===== config.mk =====
export PLATFORM = sky130hd
export DESIGN_NAME = org_cell
export DESIGN_NICKNAME = d
export VERILOG_FILES = /design/src/org_pkg.sv /design/src/org_cell.sv
export SDC_FILE = /design/constraint.sdc
export NUM_CORES = 1
export LEC_CHECK = 0
export BUFFER_PORTS_ARGS = -buffer_cell sky130_fd_sc_hd__buf_2
export CAP_MARGIN = 15
export CORE_UTILIZATION = 45
export DETAILED_ROUTE_END_ITERATION = 7
export GPL_TIMING_DRIVEN = 1
export PLACE_DENSITY = 0.75
export SLEW_MARGIN = 25
export SYNTH_ARGS = -nofsm -noshare
export SYNTH_HDL_FRONTEND = slang
export SYNTH_SLANG_ARGS = --single-unit

===== constraint.sdc =====
create_clock -name clk -period 10.2 [get_ports clk]
set_clock_uncertainty 0.1 [all_clocks]
set_input_delay 2.04 -clock clk [delete_from_list [all_inputs] [get_ports clk]]
set_output_delay 2.04 -clock clk [all_outputs]
set_load 0.02 [all_outputs]

===== src/org_pkg.sv =====
`default_nettype none

package org_pkg;

  // Size of the symbol override table, one cell per entry.
  localparam int unsigned SYMBOL_ENTRIES = 64;

  localparam int unsigned SYM_W   = 64;
  localparam int unsigned QTY_W   = 32;
  localparam int unsigned PRICE_W = 32;
  localparam int unsigned REF_W   = 32;
  localparam int unsigned NOTL_W  = 64;

  localparam int unsigned CFG_DATA_W = 64;
  localparam int unsigned CFG_ADDR_W = 6;
  localparam int unsigned CFG_IDX_W  = 3;

  typedef enum logic [2:0] {
    ACT_ENTER   = 3'd0,
    ACT_REPLACE = 3'd1,
    ACT_CANCEL  = 3'd2,
    ACT_ENABLE  = 3'd3,
    ACT_DISABLE = 3'd4,
    ACT_CLEAR   = 3'd5
  } action_t;

  typedef enum logic [3:0] {
    REJ_NONE         = 4'd0,
    REJ_HALT         = 4'd1,
    REJ_CANCEL_ONLY  = 4'd2,
    REJ_SYMBOL_OFF   = 4'd3,
    REJ_QTY          = 4'd4,
    REJ_PRICE        = 4'd5,
    REJ_MAX_QTY      = 4'd6,
    REJ_MAX_NOTIONAL = 4'd7,
    REJ_TABLE_FULL   = 4'd8
  } reject_t;

  typedef enum logic [2:0] {
    REG_GLOBAL_HALT      = 3'd0,
    REG_CANCEL_ONLY      = 3'd1,
    REG_DEFAULT_ENABLE   = 3'd2,
    REG_MAX_ORDER_QTY    = 3'd3,
    REG_MAX_ORDER_NOTL   = 3'd4,
    REG_MAX_VALID_QTY    = 3'd5,
    REG_MAX_VALID_PRICE  = 3'd6
  } cfg_reg_t;

  // Command broadcast from the sequencer to every table cell.
  typedef struct packed {
    logic             look;
    logic             write;
    logic             clear;
    logic             found;
    logic             value;
    logic [SYM_W-1:0] symbol;
  } org_cell_ctrl_t;

  // Status returned by one table cell.
  typedef struct packed {
    logic used;
    logic hit;
    logic enabled;
  } org_cell_stat_t;

endpackage

`default_nettype wire


===== src/org_cell.sv =====
`default_nettype none

module org_cell
  import org_pkg::*;
(
  input  wire logic           clk,
  input  wire logic           rst_n,
  input  wire org_cell_ctrl_t ctrl,
  input  wire logic           prev_used,
  output org_cell_stat_t      stat
);

  logic             used_r;
  logic             hit_r;
  logic             enabled_r;
  logic [SYM_W-1:0] symbol_r;
  logic             first_free;
  logic             alloc;

  // The used entries always form a prefix of the row, so the first free cell
  // is the one whose left neighbor is used and which is not.
  assign first_free = prev_used && !used_r;
  assign alloc      = ctrl.write && !ctrl.found && first_free;

  always_ff @(posedge clk) begin
    if (!rst_n) begin
      used_r <= 1'b0;
      hit_r  <= 1'b0;
    end else begin
      if (ctrl.look) begin
        hit_r <= used_r && (symbol_r == ctrl.symbol);
      end
      if (ctrl.clear) begin
        used_r <= 1'b0;
      end else if (alloc) begin
        used_r <= 1'b1;
      end
    end
  end

  always_ff @(posedge clk) begin
    if (alloc || (ctrl.write && ctrl.found && hit_r)) begin
      enabled_r <= ctrl.value;
    end
    if (alloc) begin
      symbol_r <= ctrl.symbol;
    end
  end

  assign stat.used    = used_r;
  assign stat.hit     = hit_r;
  assign stat.enabled = enabled_r;

endmodule

`default_nettype wire


==> parameters.txt, run 1 <==
Parameter                              Value

Status
  Status ... finished clean

STA
  Count of endpoints failing setup in the final report ... 0
  Setup TNS ... 0 ns
  Final Hold Vio Count ... 0
  Worst slew slack as a fraction of its limit ... 43.8%
  Final Max Tran Viols ... 0
  RSZ-0062 raised after global routing ... no
  Period minus WS final ... 3.21 ns
  Final worst-path cycle share ... 31.4%
  Slew at the pin with the worst max-slew slack ... 0.843 ns
  Max Clock Freq ... 0.312 GHz

Logic synthesis
  Area share of the leading cell type in the synthesized netlist ... 69.0%
  Most instantiated cells after synthesis ... sky130_fd_sc_hd__edfxtp_1 (65), sky130_fd_sc_hd__xnor2_1 (44), sky130_fd_sc_hd__nand4_1 (12), sky130_fd_sc_hd__inv_1 (11), sky130_fd_sc_hd__nand2b_1 (9)
  Dominant cell by count in the synthesized netlist ... sky130_fd_sc_hd__edfxtp_1
  Post-synth EDFFs ... 65
  Top flip-flop cell by instance count after synthesis ... sky130_fd_sc_hd__edfxtp_1
  Combined area of all synthesized cells ... 2830 um^2
  Top cells by area in the synthesized netlist ... sky130_fd_sc_hd__edfxtp_1 (69%), sky130_fd_sc_hd__xnor2_1 (14%), sky130_fd_sc_hd__nand4_1 (2.7%)
  Synth Instances ... 181
  Number of nets produced by synthesis ... 253
  Sequential area share after synthesis ... 70.4%
  Post-synthesis sequential element count ... 67
  Average size of a mapped cell ... 15.6 um^2
  Warnings from Yosys ... 0
  Async SR Flop Fraction ... 0%
  Cell variety after synth ... 28
  Library cell occupying the most area in the post-synthesis netlist ... sky130_fd_sc_hd__edfxtp_1

Placed design
  Post-detail-place hpwl ... 3.52 mm
  Final GP Congestion ... 0.718
  Port Buf Inserts ... 74

Route
  Routed Wire Length ... 4.73 mm
  DRT Pass-1 Iters ... 4
  Mean routed wirelength per cell ... 13.7 um
  Vias/cell ... 4.86
  Remaining number of nets flagged by the antenna check after routing ... 0
  DRT iter0 DRCs ... 47
  Number of vias after detailed routing ... 1672
  Drc violations ... 0

Floorplanning
  Floorplan row count ... 28
  Height of the die ... 81.3 um
  Die area ... 6600 um^2
  Area inside the core boundary ... 5990 um^2
  Number of top-level pins ... 75
  Effective utilization at floorplan ... 47.2%
  Chip width ... 81.3 um

GRT
  Maximum number of pins on one net before global-route repair ... 67
  Total overflow reported by the global router ... 0
  Global-route wire length before repair ... 7.56 mm
  Initial antenna violation count ... 0
  Via count of the first global-routing pass ... 1694
  GRT Total Usage ... 16.2%

Power and ir drop
  Relative contribution of sequential cells to total power ... 59.1%
  Internal power of the cells ... 0.000419 W
  Sw Pwr ... 0.000114 W
  Leak pwr ... 1.23 nW
  Combinational share of power ... 8.2%
  Max IR drop VDD ... 120 uV
  Pwr dens ... 155 nW/um^2
  Part of the total power dissipated in the clock network ... 32.7%
  Net switching share of the total power ... 21.3%

Layout
  Share of layout cells above drive strength 1 ... 32.7%
  Layout overhead on the synthesized area ... 21.4%
  Inserted Diodes ... 0
  Post-Route Utilization ... 57.3%
  Fillcell total ... 524
  Nets ... 336

Clock network
  Number of resized instances in the post-cts repair step ... 0
  CTS Buffer Depth ... 2
  TritonCTS clock tree ... built
  Post-CTS clock slew at the launch and capture registers of the worst setup and hold paths ... 0.07 ns
  TritonCTS Buffers ... 9
  Clock Latency Late Sink ... 0.33 ns
  Clk sinks ... 67
  Hold buffer count at cts ... 0
  CTS H-tree depth ... 3
  Clock tree root buffer cell ... sky130_fd_sc_hd__clkbuf_8
  Number of buffers added for setup after CTS ... 0

Hold path
  Type of the worst min-delay path ... reg2reg

Flow run
  Max-cap violations ... 0

Setup path
  Endpoint class of the critical path ... flip-flop
  Data required time at the worst endpoint ... 10.15 ns
  Worst setup path category ... in2reg
  Data arrival at the endpoint of the critical path ... 3.16 ns
  Largest fanout on the critical path ... 66
  Kind of start point of the critical path ... input port
## registers in the layout, summed over array words and instances, names as in the netlist
register and cells:
symbol_r 64, hit_r 1, used_r 1, enabled_r 1
## worst paths after layout
kind,from,end,slack [ns],depth (start not counted)
max,ctrl[65],enabled_r,6.99,4
min,hit_r,hit_r,0.42,2
max reg2reg,used_r,enabled_r,8.44,3
min reg2reg,hit_r,hit_r,0.42,2
## critical path, stage by stage
cell                     delay [ns]
sky130_fd_sc_hd__buf_2         0.11
sky130_fd_sc_hd__nor3_2        0.15
sky130_fd_sc_hd__buf_4         0.65
sky130_fd_sc_hd__a31o_1        0.19
## power groups by stage
stage / Combinational, W / Sequential (W) / Clock [W]
after floorplan: 0.0000212 / 0.000321 / 0
after global placement: 0.0000432 / 0.000320 / 0
after detailed placement: 0.0000444 / 0.000320 / 0
after CTS: 0.0000447 / 0.000314 / 0.000182
after global routing: 0.0000487 / 0.000315 / 0.000192
final: 0.0000437 / 0.000314 / 0.000174
## cell type report
cell class                 count  area [um^2]  share of cell area, %
sequential                    67         1990                   58.0
multi-input combinational     99          773                   22.5
timing repair buffer          75          378                   11.0
clock buffer                  11          131                   3.83
tap                           75         93.8                   2.73
inverter                      12         45.0                   1.31
clock inverter                 5         20.0                  0.583
## cell families (layout without fill, tap and decap cells)
kind of cell	Yosys count	after routing	share of synthesized area, %
compound gates	14	14	4.16
simple gates	37	37	8.14
buf+inv	15	103	2.39
xor+xnor	48	48	14.9
flops	67	67	70.4
## metrics by stage
stage	setup slack, ns	instance area [um^2]	cells	hold slack (ns)	total power (W)
after CTS	6.96	3430	344	0.413	0.000541
final	6.99	3430	344	0.417	0.000532
after detailed placement	6.60	3280	328	0.401	0.000365
after global placement	6.66	3280	328	0.405	0.000363
after floorplan	2.96	2830	181	0.366	0.000342
after global routing	6.91	3430	344	0.441	0.000555
## cells in the final DEF (no fill, tap or decap), drive strengths merged
| master | instances |
|---|---|
| a2111o | 1 |
| a221o | 1 |
| a221oi | 2 |
| a22o | 1 |
| a31o | 1 |
| buf | 75 |
| clkbuf | 11 |
| clkinv | 5 |
| dfxtp | 2 |
| edfxtp | 65 |
| inv | 12 |
| nand2 | 1 |
| nand2b | 9 |
| nand3 | 2 |
| nand3b | 1 |
| nand4 | 12 |
| nor2 | 1 |
| nor2b | 3 |
| nor3 | 2 |
| nor3b | 1 |
| nor4 | 5 |
| o2111ai | 3 |
| o21ai | 1 |
| o221ai | 1 |
| o22ai | 2 |
| o2bb2ai | 1 |
| xnor2 | 44 |
| xor2 | 4 |
## metal layers
layer	GRT usage (%)	share of wire, %
met3	4.04	5.4
met2	25.2	47
met4	9.11	2.0
met5	0	0
met1	20.5	45
No activity file was read; power rests on OpenSTA's default activity.
==> run 2: changes to the inputs <==
--- a/config.mk
+++ b/config.mk
@@ -10,7 +10,7 @@
 export CORE_UTILIZATION = 45
 export DETAILED_ROUTE_END_ITERATION = 7
 export GPL_TIMING_DRIVEN = 1
-export PLACE_DENSITY = 0.75
+export PLACE_DENSITY = 0.78
 export SLEW_MARGIN = 25
 export SYNTH_ARGS = -nofsm -noshare
 export SYNTH_HDL_FRONTEND = slang
==> constraint.sdc (replaced) <==
create_clock -name clk -period 2.7 [get_ports clk]
set_clock_uncertainty 0.1 [all_clocks]
set_input_delay 0.54 -clock clk [delete_from_list [all_inputs] [get_ports clk]]
set_output_delay 0.54 -clock clk [all_outputs]
set_load 0.02 [all_outputs]
==> run 2 against run 1 <==
Net effect: non-clock buffer count unchanged; sequential power increased to 3.8 times the previous value; setup slack got worse by 5.9 ns; register-to-register slack got worse by 7.4 ns; critical path type is now reg2reg.
==> parameters.txt, run 2 (synthesized netlist as in run 1, its figures left out) <==
Parameter                              Value

Flow run
  Max-cap violations ... 0

Route
  Drc violations ... 0
  Vias/cell ... 5.05
  DRT iter0 DRCs ... 78
  DRT Pass-1 Iters ... 4
  Mean routed wirelength per cell ... 14.3 um
  Routed Wire Length ... 4.90 mm
  Remaining number of nets flagged by the antenna check after routing ... 0
  Number of vias after detailed routing ... 1732

STA
  Slew at the pin with the worst max-slew slack ... 0.424 ns
  Period minus WS final ... 1.65 ns
  Worst slew slack as a fraction of its limit ... 71.5%
  Max Clock Freq ... 0.606 GHz
  Count of endpoints failing setup in the final report ... 0
  Setup TNS ... 0 ns
  Final worst setup slack ... 1.05 ns
  Final Max Tran Viols ... 0
  RSZ-0062 raised after global routing ... no
  Final worst-path cycle share ... 61.1%
  Final Hold Vio Count ... 0

Power and ir drop
  Relative contribution of sequential cells to total power ... 59.0%
  Leak pwr ... 1.23 nW
  Internal power of the cells ... 0.00158 W
  Pwr dens ... 584 nW/um^2
  Part of the total power dissipated in the clock network ... 32.6%
  Net switching share of the total power ... 21.6%
  Combinational share of power ... 8.4%
  Sw Pwr ... 0.000435 W
  Max IR drop VDD ... 350 uV

Setup path
  Crit path depth ... 5
  Data arrival at the endpoint of the critical path ... 1.81 ns
  CP top delay family ... simple AND/OR/NAND/NOR gates
  Data required time at the worst endpoint ... 2.86 ns
  Buffers and inverters on the worst path ... 0
  Critical path cell sequence ... nor2b_1, a2111o_1, nor4_1, nand4_1, o21ai_1
  Kind of start point of the critical path ... flip-flop
  Worst path slowest cell ... sky130_fd_sc_hd__edfxtp_1
  Endpoint class of the critical path ... flip-flop
  Worst r2r path cells ... 5
  Crit-path max cell delay ... 0.38 ns
  Largest fanout on the critical path ... 2
  Worst setup path category ... reg2reg

Layout
  Layout overhead on the synthesized area ... 22.0%
  Post-Route Utilization ... 57.6%
  Share of layout cells above drive strength 1 ... 33.2%
  Most frequent cells in the layout ... sky130_fd_sc_hd__buf_2 (74), sky130_fd_sc_hd__edfxtp_1 (65), sky130_fd_sc_hd__xnor2_1 (44), sky130_fd_sc_hd__nand4_1 (12), sky130_fd_sc_hd__inv_1 (11)
  Flip-flop count of the largest register, all copies and words added ... 64
  Nets ... 336
  Design area ... 3450 um^2
  Register ranked first by flip-flop count ... symbol_r
  Final Non-Filler Cells ... 343
  Inserted Diodes ... 0
  Commonest non-fill, non-tap cell in the layout ... sky130_fd_sc_hd__buf_2

Placed design
  Final GP Congestion ... 0.750
  Port Buf Inserts ... 74
  Total placed cells including tap cells ... 328
  Post-detailed-placement cell area ... 3300 um^2
  Post-detail-place hpwl ... 3.55 mm
  Setup slack at placement ... 0.747 ns

Hold path
  Type of the worst min-delay path ... in2reg
  Cell depth of the worst min-delay path ... 2

Clock network
  Clock tree root buffer cell ... sky130_fd_sc_hd__clkbuf_8
  TritonCTS clock tree ... built
  CTS H-tree depth ... 3
  CTS Buffer Depth ... 2
  TritonCTS Buffers ... 9
  Clk sinks ... 67
  Number of buffers added for setup after CTS ... 0
  Number of resized instances in the post-cts repair step ... 0
  Hold buffer count at cts ... 0
  Post-CTS clock slew at the launch and capture registers of the worst setup and hold paths ... 0.07 ns
  Clock Latency Late Sink ... 0.33 ns

Status
  Status ... finished clean

GRT
  Global-route wire length before repair ... 7.88 mm
  Initial antenna violation count ... 0
  Via count of the first global-routing pass ... 1705
  Total overflow reported by the global router ... 0
  GRT Total Usage ... 16.9%
  Maximum number of pins on one net before global-route repair ... 66

Floorplanning
  Effective utilization at floorplan ... 47.2%
  Area inside the core boundary ... 5990 um^2
  Die area ... 6600 um^2
  Floorplan row count ... 28
  Chip width ... 81.3 um
  Number of top-level pins ... 75
  Height of the die ... 81.3 um
-- run 2: cell count changes in the layout (fill, tap and decap cells not counted), sizes merged --
cell | before | now
clkbuf | 11 | 10
-- run 2: power groups by stage --
stage,Sequential (W),Clock (W),Combinational [W]
floorplan,0.00121,0,0.0000806
global placement,0.00121,0,0.000166
CTS,0.00119,0.000683,0.000172
detailed placement,0.00121,0,0.000171
finish,0.00119,0.000657,0.000169
global route,0.00119,0.000724,0.000187
-- run 2: final cells by class --
type	instances	area, um^2
clock buffer	10	128
clock inverter	5	21.3
fill	494	2540
inverter	12	45.0
multi-input combinational	99	779
sequential	67	1990
tap	75	93.8
timing repair buffer	75	390
-- run 2: path summary, 6_finish.rpt --
| kind | from | endpoint | slack [ns] |
|---|---|---|---|
| worst max-delay path | symbol_r[60] | hit_r | 1.05 |
| worst min-delay path | ctrl[66] | used_r | 0.27 |
| worst max register to register | symbol_r[60] | hit_r | 1.05 |
| worst min register to register | used_r | used_r | 0.46 |
-- run 2: per-stage QoR --
stage               hold slack, ns  power (W)
floorplan                    0.366    0.00129
global placement             0.445    0.00137
detailed placement           0.455    0.00138
CTS                          0.248    0.00204
global route                 0.258    0.00210
finish                       0.270    0.00201
-- run 2: per-layer routing --
metal | global-route usage [%] | vias up | part of all wire, %
li1 | - | 843 | -
met3 | 4.94 | 11 | 7.1
met5 | 0 | - | 0
met1 | 21.8 | 819 | 45
met4 | 10.2 | 0 | 2.2
met2 | 25.0 | 59 | 46
==> run 3: changes to the inputs <==
--- a/config.mk
+++ b/config.mk
@@ -10,7 +10,7 @@
 export CORE_UTILIZATION = 45
 export DETAILED_ROUTE_END_ITERATION = 7
 export GPL_TIMING_DRIVEN = 1
-export PLACE_DENSITY = 0.78
+export PLACE_DENSITY = 0.75
 export SLEW_MARGIN = 25
 export SYNTH_ARGS = -nofsm -noshare
 export SYNTH_HDL_FRONTEND = slang
==> constraint.sdc (replaced) <==
create_clock -name clk -period 1.6 [get_ports clk]
set_clock_uncertainty 0.1 [all_clocks]
set_input_delay 0.32 -clock clk [delete_from_list [all_inputs] [get_ports clk]]
set_output_delay 0.32 -clock clk [all_outputs]
set_load 0.02 [all_outputs]
==> run 3 against run 2 <==
Net effect: maximum frequency up 6.0%; worst hold slack worse by 0.23 ns; design area up 2.5%; largest power group unchanged.
==> parameters.txt, run 3 (synthesized netlist as in run 1, its figures left out) <==
Parameter                              Value

Layout
  Layout overhead on the synthesized area ... 25.0%
  Commonest non-fill, non-tap cell in the layout ... sky130_fd_sc_hd__buf_2
  Most frequent cells in the layout ... sky130_fd_sc_hd__buf_2 (74), sky130_fd_sc_hd__edfxtp_1 (65), sky130_fd_sc_hd__xnor2_1 (44), sky130_fd_sc_hd__nand4_1 (12), sky130_fd_sc_hd__inv_1 (11)
  Final Non-Filler Cells ... 346
  Register ranked first by flip-flop count ... symbol_r
  Fillcell total ... 486
  Inserted Diodes ... 0
  Multi-input gate area in the final layout ... 803 um^2
  Nets ... 339
  Reg area ... 1990 um^2
  Share of layout cells above drive strength 1 ... 35.8%
  Flip-flop count of the largest register, all copies and words added ... 64

Power and ir drop
  Leak pwr ... 1.28 nW
  Total power ... 0.00359 W
  Pwr dens ... 1020 nW/um^2
  Relative contribution of sequential cells to total power ... 55.7%
  Max IR drop VDD ... 610 uV
  Internal power of the cells ... 0.00284 W
  Combinational share of power ... 8.1%
  Net switching share of the total power ... 20.9%
  Part of the total power dissipated in the clock network ... 36.2%
  Sw Pwr ... 0.000751 W

Route
  Uppermost metal layer occupied by signal nets ... met4
  Drc violations ... 0
  Routed Wire Length ... 4.83 mm
  Remaining number of nets flagged by the antenna check after routing ... 0
  Mean routed wirelength per cell ... 14.0 um
  Detailed-routing wirelength on met1 ... 2.25 mm
  Number of vias after detailed routing ... 1718
  Met2 WL post-DR ... 2.21 mm
  Vias/cell ... 4.97
  DRT Pass-1 Iters ... 4
  DRT iter0 DRCs ... 97
  Detailed-routed wire length on met3 ... 282 um

Clock network
  Clock Latency Late Sink ... 0.33 ns
  Post-CTS clock slew at the launch and capture registers of the worst setup and hold paths ... 0.07 ns
  Hold buffer count at cts ... 0
  TritonCTS Buffers ... 9
  TritonCTS clock tree ... built
  CTS H-tree depth ... 3
  Clock tree root buffer cell ... sky130_fd_sc_hd__clkbuf_8
  Clk sinks ... 67
  CTS Buffer Depth ... 2

Setup path
  Worst r2r src ... symbol_r[28]
  Reg-to-reg slack, setup ... 0.04 ns
  Kind of start point of the critical path ... flip-flop
  Largest fanout on the critical path ... 1
  Data arrival at the endpoint of the critical path ... 1.72 ns
  Data required time at the worst endpoint ... 1.76 ns
  Worst setup path category ... reg2reg
  Capturing point of the worst reg2reg path ... hit_r
  Worst r2r path cells ... 6
  Endpoint class of the critical path ... flip-flop

Status
  Status ... finished clean

STA
  Max Clock Freq ... 0.643 GHz
  Final Max Tran Viols ... 0
  Count of endpoints failing setup in the final report ... 0
  RSZ-0062 raised after global routing ... yes
  Period minus WS final ... 1.56 ns
  Worst slew slack as a fraction of its limit ... 77.8%
  Slew at the pin with the worst max-slew slack ... 0.333 ns
  Final Hold Vio Count ... 0
  Final worst-path cycle share ... 97.3%

GRT
  Total overflow reported by the global router ... 0
  Initial antenna violation count ... 0
  GRT Total Usage ... 16.2%
  Via count of the first global-routing pass ... 1681
  Global-route wire length before repair ... 7.62 mm
  Maximum number of pins on one net before global-route repair ... 35

Floorplanning
  Effective utilization at floorplan ... 47.2%
  Chip width ... 81.3 um
  Floorplan row count ... 28
  Height of the die ... 81.3 um
  Number of top-level pins ... 75
  Die area ... 6600 um^2
  Area inside the core boundary ... 5990 um^2

Placed design
  Final GP Congestion ... 0.733
  Total placed cells including tap cells ... 331
  Post-detail-place hpwl ... 3.54 mm
  Port Buf Inserts ... 74

Hold path
  End point of the worst hold path ... used_r
  Cell depth of the worst min-delay path ... 2
  Start point of the worst min-delay path ... ctrl[66]
  Type of the worst min-delay path ... in2reg

Flow run
  Max-cap violations ... 0
==> run 3: cell count changes in the layout (fill, tap and decap cells not counted), moves of 2 or more <==
cell and change:
sky130_fd_sc_hd__buf_4 +2, sky130_fd_sc_hd__clkinv_1 -3, sky130_fd_sc_hd__clkbuf_1 +2, sky130_fd_sc_hd__nor4_1 -2
==> run 3: power groups by stage <==
stage | logic [W] | clock network [W] | registers [W]
floorplan | 0.000136 | 0 | 0.00204
global placement | 0.000285 | 0 | 0.00204
finish | 0.000293 | 0.00130 | 0.00200
CTS | 0.000296 | 0.00133 | 0.00200
detailed placement | 0.000293 | 0 | 0.00204
global route | 0.000324 | 0.00142 | 0.00201
==> run 3: worst max-delay path by stage <==
stage                           end         start  slack (ns)
after global routing          hit_r  symbol_r[28]       -0.11
final                         hit_r  symbol_r[28]        0.04
after floorplan           enabled_r        used_r       -0.94
after CTS                     hit_r  symbol_r[44]        0.01
after detailed placement      hit_r      ctrl[21]       -0.13
after global placement        hit_r      ctrl[21]       -0.06
==> run 3: worst max-delay path, stage by stage (launching register included) <==
cell and delay [ns]:
sky130_fd_sc_hd__edfxtp_1 0.39, sky130_fd_sc_hd__xnor2_1 0.16, sky130_fd_sc_hd__nand4_1 0.16, sky130_fd_sc_hd__nor4_4 0.31, sky130_fd_sc_hd__buf_4 0.14, sky130_fd_sc_hd__nand4_1 0.10
sky130_fd_sc_hd__o21ai_1 0.13
==> run 3: timing repair <==
item,CTS,global route
buffers inserted,0,0
resized for setup,2,1
endpoints found under the setup margin,1,1
pin swaps,2,2
==> run 3: cell type report <==
| class | instances | share of cell area, % |
|---|---|---|
| Timing Repair Buffer | 78 | 12.0 |
| Clock buffer | 12 | 3.82 |
| Multi-Input combinational cell | 99 | 22.7 |
| Inverter | 12 | 1.27 |
| Tap cell | 75 | 2.65 |
| Sequential cell | 67 | 56.4 |
| Clock inverter | 3 | 1.13 |
==> run 3: stage by stage <==
stage	setup slack (ns)	area [um^2]	utilization, %	hold WS [ns]	TNS, ns
floorplan	-0.935	2840	-	0.288	-56.45
global placement	-0.0585	3340	55.7	0.377	-0.0585
detailed placement	-0.128	3340	55.7	0.381	-0.128
CTS	0.0147	3530	58.9	0.0248	0
global route	-0.106	3540	59.0	0.0272	-0.106
finish	0.0438	3540	59.0	0.0371	0
==> run 3: layer usage <==
metal,vias up,track usage [%]
li1,843,-
met1,809,20.0
met2,56,25.3
met3,10,5.17
met4,0,8.39
met5,-,0
